[src/hw/rtl/ddpid_pkg.sv]
// Shared package for the differential drive PID block.
// Holds the sequencer state type, register indexes, mode codes and angle constants.
// No dependencies.
`timescale 1ns / 1ps

package ddpid_pkg;

    // Configuration register indexes
    localparam logic [2:0] REG_GAIN_P      = 3'd0;
    localparam logic [2:0] REG_GAIN_I      = 3'd1;
    localparam logic [2:0] REG_GAIN_D      = 3'd2;
    localparam logic [2:0] REG_OUT_MIN     = 3'd3;
    localparam logic [2:0] REG_OUT_MAX     = 3'd4;
    localparam logic [2:0] REG_SUM_LIMIT   = 3'd5;
    localparam logic [2:0] REG_SAMPLE_PER  = 3'd6;
    localparam logic [2:0] REG_DEAD_BAND   = 3'd7;

    // Values of the action field
    localparam logic MODE_HEADING  = 1'b0;
    localparam logic MODE_DISTANCE = 1'b1;

    // Heading wrap limits in hundredths of a degree
    localparam logic signed [16:0] HALF_TURN = 17'sd18000;
    localparam logic signed [16:0] FULL_TURN = 17'sd36000;

    // Sequencer states
    typedef enum logic [3:0] {
        ST_IDLE,
        ST_EVAL,
        ST_MUL_P,
        ST_MUL_I,
        ST_MUL_D,
        ST_DIV_LOAD,
        ST_DIV,
        ST_ACC,
        ST_DRIVE
    } pid_state_t;

endpackage

[src/hw/rtl/differential_drive_pid.sv]
// Top level of the differential drive PID controller with anti-windup.
// One shared multiplier and a bit-serial divider under a small sequencer.
// Depends on ddpid_pkg.
`timescale 1ns / 1ps

// Usage:
// Input beats (action, target, measured, now_ms, base_drive) are taken on
// in_valid with in_stall low. in_stall is high while an item is being worked.
// An item issued earlier than sample_period_ms after the last update is
// dropped in the evaluation step and gives no output beat.
// An update runs the evaluation, multiply, divider load, accumulate and
// drive steps; when the elapsed time is nonzero, the derivative term also
// goes through a restoring divider that retires one quotient bit per
// cycle for a 32-bit quotient. The three products share one 16 x 21
// multiplier, one per cycle. One item is in flight at a time; the next is
// taken the cycle after the result lands in the output register.
// Output beats (drive_left, drive_right, error_value) sit in a register
// until taken; if out_stall holds a previous beat, the finished item waits
// in its last step and input stays stalled.
// Configuration writes (cfg_we, cfg_index, cfg_data) take effect at once and
// belong in idle periods. Reset loads register defaults (out_min -32768,
// out_max 32767, others 0) and clears the integral, the previous error and
// the last update time.
module differential_drive_pid
    import ddpid_pkg::*;
(
    input  logic               clk,
    input  logic               rst_n,
    // configuration port
    input  logic               cfg_we,
    input  logic [2:0]         cfg_index,
    input  logic [19:0]        cfg_data,
    // input channel
    input  logic               in_valid,
    output logic               in_stall,
    input  logic               action,
    input  logic signed [15:0] target,
    input  logic signed [15:0] measured,
    input  logic [31:0]        now_ms,
    input  logic signed [15:0] base_drive,
    // output channel
    output logic               out_valid,
    input  logic               out_stall,
    output logic signed [15:0] drive_left,
    output logic signed [15:0] drive_right,
    output logic signed [16:0] error_value
);

    // configuration registers
    logic signed [15:0] gain_p_reg, gain_i_reg, gain_d_reg;
    logic signed [15:0] out_min_reg, out_max_reg;
    logic [19:0]        sum_limit_reg;
    logic [15:0]        sample_period_reg;
    logic [14:0]        dead_band_reg;

    // controller state
    pid_state_t         state_reg, state_next;
    logic signed [20:0] integral_reg, integral_next;
    logic signed [16:0] prev_err_reg, prev_err_next;
    logic [31:0]        last_time_reg, last_time_next;
    logic               out_valid_reg, out_valid_next;
    logic [4:0]         cnt_reg, cnt_next;

    // working registers
    logic               in_action_reg, in_action_next;
    logic signed [15:0] in_target_reg, in_target_next;
    logic signed [15:0] in_meas_reg, in_meas_next;
    logic [31:0]        in_now_reg, in_now_next;
    logic signed [15:0] in_base_reg, in_base_next;
    logic signed [16:0] err_reg, err_next;
    logic signed [20:0] sum_reg, sum_next;
    logic signed [17:0] de_reg, de_next;
    logic [31:0]        dt_reg, dt_next;
    logic signed [36:0] prod_reg, prod_next;
    logic signed [39:0] acc_reg, acc_next;
    logic [31:0]        div_q_reg, div_q_next;
    logic [31:0]        div_r_reg, div_r_next;
    logic               div_neg_reg, div_neg_next;
    logic signed [15:0] left_reg, left_next;
    logic signed [15:0] right_reg, right_next;
    logic signed [16:0] err_out_reg, err_out_next;

    // shared multiplier
    logic signed [15:0] mul_a;
    logic signed [20:0] mul_b;
    logic signed [36:0] mul_p;

    // evaluation step
    logic [31:0]        dt_now;
    logic               too_early;
    logic signed [16:0] e_raw, e_wrap;
    logic signed [21:0] sum_raw, lim_pos, lim_neg;

    // divider step
    logic [32:0]        rem_sh;
    logic [33:0]        rem_diff;
    logic [31:0]        prod_mag;

    // accumulate and drive step
    logic signed [32:0] quot_s;
    logic signed [31:0] corr;
    logic [16:0]        err_mag;
    logic               apply_corr;
    logic signed [33:0] left_raw, right_raw, corr_ext, min_ext, max_ext;

    assign in_stall    = (state_reg != ST_IDLE);
    assign out_valid   = out_valid_reg;
    assign drive_left  = left_reg;
    assign drive_right = right_reg;
    assign error_value = err_out_reg;

    // multiplier operand select
    always_comb
    begin
        case (state_reg)
            ST_MUL_I:
            begin
                mul_a = gain_i_reg;
                mul_b = sum_reg;
            end
            ST_MUL_D:
            begin
                mul_a = gain_d_reg;
                mul_b = 21'(de_reg);
            end
            default:
            begin
                mul_a = gain_p_reg;
                mul_b = 21'(err_reg);
            end
        endcase
    end

    assign mul_p = mul_a * mul_b;

    // elapsed time, error, wrap, integral sum and its clamp limits
    always_comb
    begin
        dt_now    = in_now_reg - last_time_reg;
        too_early = dt_now < {16'd0, sample_period_reg};
        e_raw     = 17'(in_target_reg) - 17'(in_meas_reg);
        e_wrap    = e_raw;
        if (in_action_reg == MODE_HEADING)
        begin
            if (e_raw > HALF_TURN)
            begin
                e_wrap = e_raw - FULL_TURN;
            end
            else if (e_raw < -HALF_TURN)
            begin
                e_wrap = e_raw + FULL_TURN;
            end
        end
        sum_raw = 22'(integral_reg) + 22'(e_wrap);
        lim_pos = $signed({2'b00, sum_limit_reg});
        lim_neg = -lim_pos;
    end

    // divider step and magnitude of the derivative product
    always_comb
    begin
        rem_sh   = {div_r_reg, div_q_reg[31]};
        rem_diff = {1'b0, rem_sh} - {2'b00, dt_reg};
        prod_mag = prod_reg[36] ? 32'(-prod_reg) : prod_reg[31:0];
    end

    // correction and drive clamp
    always_comb
    begin
        quot_s     = div_neg_reg ? -$signed({1'b0, div_q_reg}) : $signed({1'b0, div_q_reg});
        corr       = acc_reg[39:8];
        err_mag    = err_reg[16] ? 17'(-err_reg) : 17'(err_reg);
        apply_corr = err_mag > {2'b00, dead_band_reg};
        corr_ext   = apply_corr ? 34'(corr) : 34'sd0;
        left_raw   = 34'(in_base_reg) + corr_ext;
        right_raw  = 34'(in_base_reg) - corr_ext;
        min_ext    = 34'(out_min_reg);
        max_ext    = 34'(out_max_reg);
        if (left_raw < min_ext)
        begin
            left_next = out_min_reg;
        end
        else if (left_raw > max_ext)
        begin
            left_next = out_max_reg;
        end
        else
        begin
            left_next = left_raw[15:0];
        end
        if (right_raw < min_ext)
        begin
            right_next = out_min_reg;
        end
        else if (right_raw > max_ext)
        begin
            right_next = out_max_reg;
        end
        else
        begin
            right_next = right_raw[15:0];
        end
    end

    // sequencer: next state and register updates
    always_comb
    begin
        state_next     = state_reg;
        integral_next  = integral_reg;
        prev_err_next  = prev_err_reg;
        last_time_next = last_time_reg;
        out_valid_next = out_valid_reg && out_stall;
        cnt_next       = cnt_reg;
        in_action_next = in_action_reg;
        in_target_next = in_target_reg;
        in_meas_next   = in_meas_reg;
        in_now_next    = in_now_reg;
        in_base_next   = in_base_reg;
        err_next       = err_reg;
        sum_next       = sum_reg;
        de_next        = de_reg;
        dt_next        = dt_reg;
        prod_next      = prod_reg;
        acc_next       = acc_reg;
        div_q_next     = div_q_reg;
        div_r_next     = div_r_reg;
        div_neg_next   = div_neg_reg;
        err_out_next   = err_out_reg;

        unique case (state_reg)
            ST_IDLE:
            begin
                if (in_valid)
                begin
                    in_action_next = action;
                    in_target_next = target;
                    in_meas_next   = measured;
                    in_now_next    = now_ms;
                    in_base_next   = base_drive;
                    state_next     = ST_EVAL;
                end
            end
            ST_EVAL:
            begin
                err_next = e_wrap;
                de_next  = 18'(e_wrap) - 18'(prev_err_reg);
                dt_next  = dt_now;
                if (sum_raw < lim_neg)
                begin
                    sum_next = lim_neg[20:0];
                end
                else if (sum_raw > lim_pos)
                begin
                    sum_next = lim_pos[20:0];
                end
                else
                begin
                    sum_next = sum_raw[20:0];
                end
                state_next = too_early ? ST_IDLE : ST_MUL_P;
            end
            ST_MUL_P:
            begin
                prod_next  = mul_p;
                state_next = ST_MUL_I;
            end
            ST_MUL_I:
            begin
                acc_next   = 40'(prod_reg);
                prod_next  = mul_p;
                state_next = ST_MUL_D;
            end
            ST_MUL_D:
            begin
                acc_next   = acc_reg + 40'(prod_reg);
                prod_next  = mul_p;
                state_next = ST_DIV_LOAD;
            end
            ST_DIV_LOAD:
            begin
                div_r_next = '0;
                cnt_next   = '1;
                if (dt_reg == 32'd0)
                begin
                    // zero elapsed time: no derivative term
                    div_q_next   = '0;
                    div_neg_next = 1'b0;
                    state_next   = ST_ACC;
                end
                else
                begin
                    div_q_next   = prod_mag;
                    div_neg_next = prod_reg[36];
                    state_next   = ST_DIV;
                end
            end
            ST_DIV:
            begin
                // one restoring step per cycle, quotient shifts in at the bottom
                if (!rem_diff[33])
                begin
                    div_r_next = rem_diff[31:0];
                end
                else
                begin
                    div_r_next = rem_sh[31:0];
                end
                div_q_next = {div_q_reg[30:0], ~rem_diff[33]};
                cnt_next   = cnt_reg - 5'd1;
                if (cnt_reg == 5'd0)
                begin
                    state_next = ST_ACC;
                end
            end
            ST_ACC:
            begin
                acc_next   = acc_reg + 40'(quot_s);
                state_next = ST_DRIVE;
            end
            ST_DRIVE:
            begin
                // wait while a previous beat is still held by the receiver
                if (!(out_valid_reg && out_stall))
                begin
                    out_valid_next = 1'b1;
                    err_out_next   = err_reg;
                    integral_next  = sum_reg;
                    prev_err_next  = err_reg;
                    last_time_next = in_now_reg;
                    state_next     = ST_IDLE;
                end
            end
            default:
            begin
                state_next = ST_IDLE;
            end
        endcase
    end

    // control state and configuration registers
    always_ff @(posedge clk or negedge rst_n)
    begin
        if (!rst_n)
        begin
            state_reg         <= ST_IDLE;
            integral_reg      <= '0;
            prev_err_reg      <= '0;
            last_time_reg     <= '0;
            out_valid_reg     <= 1'b0;
            cnt_reg           <= '0;
            gain_p_reg        <= '0;
            gain_i_reg        <= '0;
            gain_d_reg        <= '0;
            out_min_reg       <= -16'sd32768;
            out_max_reg       <= 16'sd32767;
            sum_limit_reg     <= '0;
            sample_period_reg <= '0;
            dead_band_reg     <= '0;
        end
        else
        begin
            state_reg     <= state_next;
            integral_reg  <= integral_next;
            prev_err_reg  <= prev_err_next;
            last_time_reg <= last_time_next;
            out_valid_reg <= out_valid_next;
            cnt_reg       <= cnt_next;
            if (cfg_we)
            begin
                unique case (cfg_index)
                    REG_GAIN_P:     gain_p_reg        <= cfg_data[15:0];
                    REG_GAIN_I:     gain_i_reg        <= cfg_data[15:0];
                    REG_GAIN_D:     gain_d_reg        <= cfg_data[15:0];
                    REG_OUT_MIN:    out_min_reg       <= cfg_data[15:0];
                    REG_OUT_MAX:    out_max_reg       <= cfg_data[15:0];
                    REG_SUM_LIMIT:  sum_limit_reg     <= cfg_data;
                    REG_SAMPLE_PER: sample_period_reg <= cfg_data[15:0];
                    REG_DEAD_BAND:  dead_band_reg     <= cfg_data[14:0];
                    default:        ;
                endcase
            end
        end
    end

    // datapath registers
    always_ff @(posedge clk)
    begin
        in_action_reg <= in_action_next;
        in_target_reg <= in_target_next;
        in_meas_reg   <= in_meas_next;
        in_now_reg    <= in_now_next;
        in_base_reg   <= in_base_next;
        err_reg       <= err_next;
        sum_reg       <= sum_next;
        de_reg        <= de_next;
        dt_reg        <= dt_next;
        prod_reg      <= prod_next;
        acc_reg       <= acc_next;
        div_q_reg     <= div_q_next;
        div_r_reg     <= div_r_next;
        div_neg_reg   <= div_neg_next;
        err_out_reg   <= err_out_next;
        if (state_reg == ST_DRIVE && !(out_valid_reg && out_stall))
        begin
            left_reg  <= left_next;
            right_reg <= right_next;
        end
    end

endmodule
[config.mk]
export PLATFORM = sky130hd
export DESIGN_NAME = differential_drive_pid
export DESIGN_NICKNAME = d
export VERILOG_FILES = /design/src/hw/rtl/ddpid_pkg.sv /design/src/hw/rtl/differential_drive_pid.sv
export SDC_FILE = /design/constraint.sdc
export NUM_CORES = 2
export LEC_CHECK = 0
export CAP_MARGIN = 20
export CORE_MARGIN = 3
export CORE_UTILIZATION = 25
export DETAILED_ROUTE_END_ITERATION = 10
export DONT_BUFFER_PORTS = 1
export GPL_TIMING_DRIVEN = 0
export MAX_ROUTING_LAYER = met4
export PLACE_DENSITY = 0.46
export SKIP_CTS_REPAIR_TIMING = 1
export SYNTH_ARGS = -nofsm -noshare
export SYNTH_HDL_FRONTEND = slang
export SYNTH_SLANG_ARGS = --single-unit
[constraint.sdc]
create_clock -name clk -period 26.7 [get_ports clk]
set_input_delay 2.67 -clock clk [delete_from_list [all_inputs] [get_ports clk]]
set_output_delay 2.67 -clock clk [all_outputs]
set_load 0.005 [all_outputs]
==> impl_metrics.csv <==
group,metric,value,unit
outcome,status,"completed",
logic_synthesis,ys_types,86,
timing,finalCritPeriodShare,0.4366,
final_layout,fin_area,58540,µm²
final_layout,final_nets,6605,
clocking,clockBufferDepth,3,
timing,finalSetupViolCount,0,
clocking,htreeDepth,3,
clocking,clkTransAtPathRegs,60,ps
worst_setup_path,r2r_start,"state_reg[2]",
placed_design,io_buffers,0,
clocking,numCtsBuffers,72,
grt,grt_util_all_layers,0.1561,
hold_path,hold_start,"integral_reg[10]",
timing,whs,487.9,ps
final_layout,largest_register_ffs,40,
routing,vias,39950,
timing,skew,34.06,ps
logic_synthesis,synth_nets,6502,
routing,ant_nets,0,
timing,drv_slew,0,
logic_synthesis,synth-xor-area-share,0.05315,
logic_synthesis,synthFlopType,"edfxtp_1",
logic_synthesis,synth_edf_count,360,
routing,drtPass1Iterations,6,
clocking,cts-root-buf,"clkbuf_16",
floorplan,die_width,463.1,µm
grt,antenna_found_initial,12,
worst_setup_path,critPathMaxStageDelay,770,ps
grt,grt_max_degree,212,
worst_setup_path,crit_required,27060,ps
routing,drc,0,
floorplan,initial_utilization,0.2518,
grt,grt_pass1_vias,41180,
routing,drt-vias-per-instance,4.716,
logic_synthesis,synth_top_family_by_area,"adder cells",
clocking,cts_tree,"yes",
clocking,cts_sinks,571,
logic_synthesis,netlist_area,52240,µm²
floorplan,die-area,214500,µm²
logic_synthesis,synthMuxAreaShare,0.03847,
placed_design,gp_congestion,0.8864,
timing,clock.fmax,85.78,MHz
timing,fin_crit,11660,ps
clocking,clkLatencyLatePin,690,ps
worst_setup_path,endpoint_kind,"flip-flop",
logic_synthesis,synth-seq-area-share,0.3084,
placed_design,dp_cells,8332,
worst_setup_path,timing.critical_path.mode_cell,"fa_1",
routing,drtIter0Drc,2311,
timing,finalHoldViolations,0,
worst_setup_path,r2r_end,"prod_reg[36]",
worst_setup_path,reg2regPathDepth,33,
final_layout,stdcell_count,8471,
logic_synthesis,synth_seq_cells,571,
logic_synthesis,synth-simple-area-share,0.1369,
worst_setup_path,cp_top_family,"adder cells",
hold_path,hold-path-cell-count,2,
logic_synthesis,syn_avg_cell_area,9.466,µm²
worst_setup_path,critPathSlowestCell,"clkbuf_1",
floorplan,ioPinCount,160,
placed_design,dpl-instance-area,56160,µm²
final_layout,drive_gt1_frac,0.05616,
logic_synthesis,synth_compound_area_frac,0.1489,
grt,grt_pass1_wl,252200,µm
worst_setup_path,startpoint_type,"flip-flop",
timing,rsz0062_at_grt,"no",
worst_setup_path,path_max_fanout,10,
logic_synthesis,synthArstFlopShare,0.3695,
run,maxCapViolations,0,
timing,worstMarginPinSlew,1004,ps
routing,wl,164100,µm
floorplan,fp-row-count,167,
worst_setup_path,arrival,12010,ps
timing,slew_headroom,0.3136,
hold_path,hold_end,"integral_reg[10]",
worst_setup_path,ff2ff_setup_slack,15040,ps
logic_synthesis,synth_adder_area_share,0.2582,
worst_setup_path,critical_path_class,"flip-flop to flip-flop",
placed_design,dp_hpwl,132900,µm
final_layout,area_growth,12.07,%
floorplan,die_y,463.1,µm
logic_synthesis,ys_warn_count,0,
timing,fin_tns_setup,0,ps
hold_path,hold_path.class,"flip-flop to flip-flop",
worst_setup_path,worst-path-buf-inv,10,
logic_synthesis,synth_cells,5519,
grt,overflow,0,
routing,wire_per_inst,19.37,µm
floorplan,coreArea,207500,µm²
cell families after synthesis:
logic type | Yosys count
compound gates | 1226
xor+xnor | 317
fa+ha+maj | 874
buf+inv | 780
flops | 571
mux | 186
simple gates | 1565
Yosys cell counts (all sizes together) (48+ instances only):
master / count / area (µm²)
a21o: 154 / 1156
a21oi: 314 / 1583
mux2i: 68 / 680.7
edfxtp: 360 / 10810
nor2b: 51 / 319.1
inv: 598 / 2245
xnor2: 192 / 1682
a211oi: 48 / 360.4
fa: 340 / 6807
nand3: 61 / 305.3
nand2: 697 / 2616
o21a: 48 / 360.4
and2: 66 / 412.9
nand2b: 69 / 431.7
ha: 534 / 6681
nor3: 53 / 265.3
o21ai: 349 / 1747
nand4: 58 / 362.9
clkbuf: 172 / 645.6
nor2: 345 / 1298
dfrtp: 195 / 4880
xor2: 125 / 1095
mux2: 118 / 1329
layout make-up:
| type | instances | area, µm² |
|---|---|---|
| Antenna cell | 3 | 7.507 |
| Buffer | 181 | 681.9 |
| Clock buffer | 92 | 1938 |
| Clock inverter | 40 | 417.9 |
| Fill cell | 22020 | 148900 |
| Inverter | 599 | 2248 |
| Multi-Input combinational cell | 4168 | 33240 |
| Sequential cell | 571 | 16110 |
| Tap cell | 2788 | 3488 |
| Timing Repair Buffer | 29 | 409.1 |
worst reg2reg max path: cells and delay by family, from the launching register on:
family | cells | cell delay, ps
AOI/OAI and AO/OA | 8 | 2450
adders and majority gates | 7 | 3440
buffers and inverters | 10 | 2790
DFF | 1 | 330
and+or+nand+nor | 8 | 2310
worst max path at each step:
stage	endpoint	slack, ps	cells past startpoint	startpoint
6_report	prod_reg[36]	15040	33	state_reg[2]
5_1_grt	prod_reg[36]	14510	33	state_reg[2]
4_1_cts	prod_reg[36]	14570	32	state_reg[2]
3_5_place_dp	prod_reg[36]	14650	32	state_reg[2]
3_3_place_gp	prod_reg[36]	14820	32	state_reg[2]
2_1_floorplan	drive_right[10]	18140	37	err_reg[1]
layout by cell type, fill, tap and decap left out, types with 125 or more instances in the layout:
cell type  synthesis  final
fa_1             340    340
edfxtp_1         360    360
xor2_1           125    125
nor2_1           344    343
o21ai_0          310    310
clkbuf_1         172    187
a21o_1           154    154
inv_1            597    597
nand2_1          697    697
xnor2_1          192    192
dfrtp_1          195    195
a21oi_1          311    310
ha_1             534    534
per-stage QoR:
stage / setup slack (ps) / utilization
2_1_floorplan: 18140 / -
3_3_place_gp: 14820 / 0.2686
5_1_grt: 14510 / 0.2821
6_report: 15040 / 0.2822
4_1_cts: 14570 / 0.2820
3_5_place_dp: 14650 / 0.2707
routing by layer:
layer,vias up,track usage,part of all wire
li1,19330,-,-
met1,19560,0.2030,0.46
met2,849,0.2545,0.47
met3,208,0.02105,0.047
met4,0,0.04232,0.027
met5,-,-,0
Power is left out: the tool's default activity adds up to more than one toggle a clock period on the data nets, which glitch-free logic cannot reach.
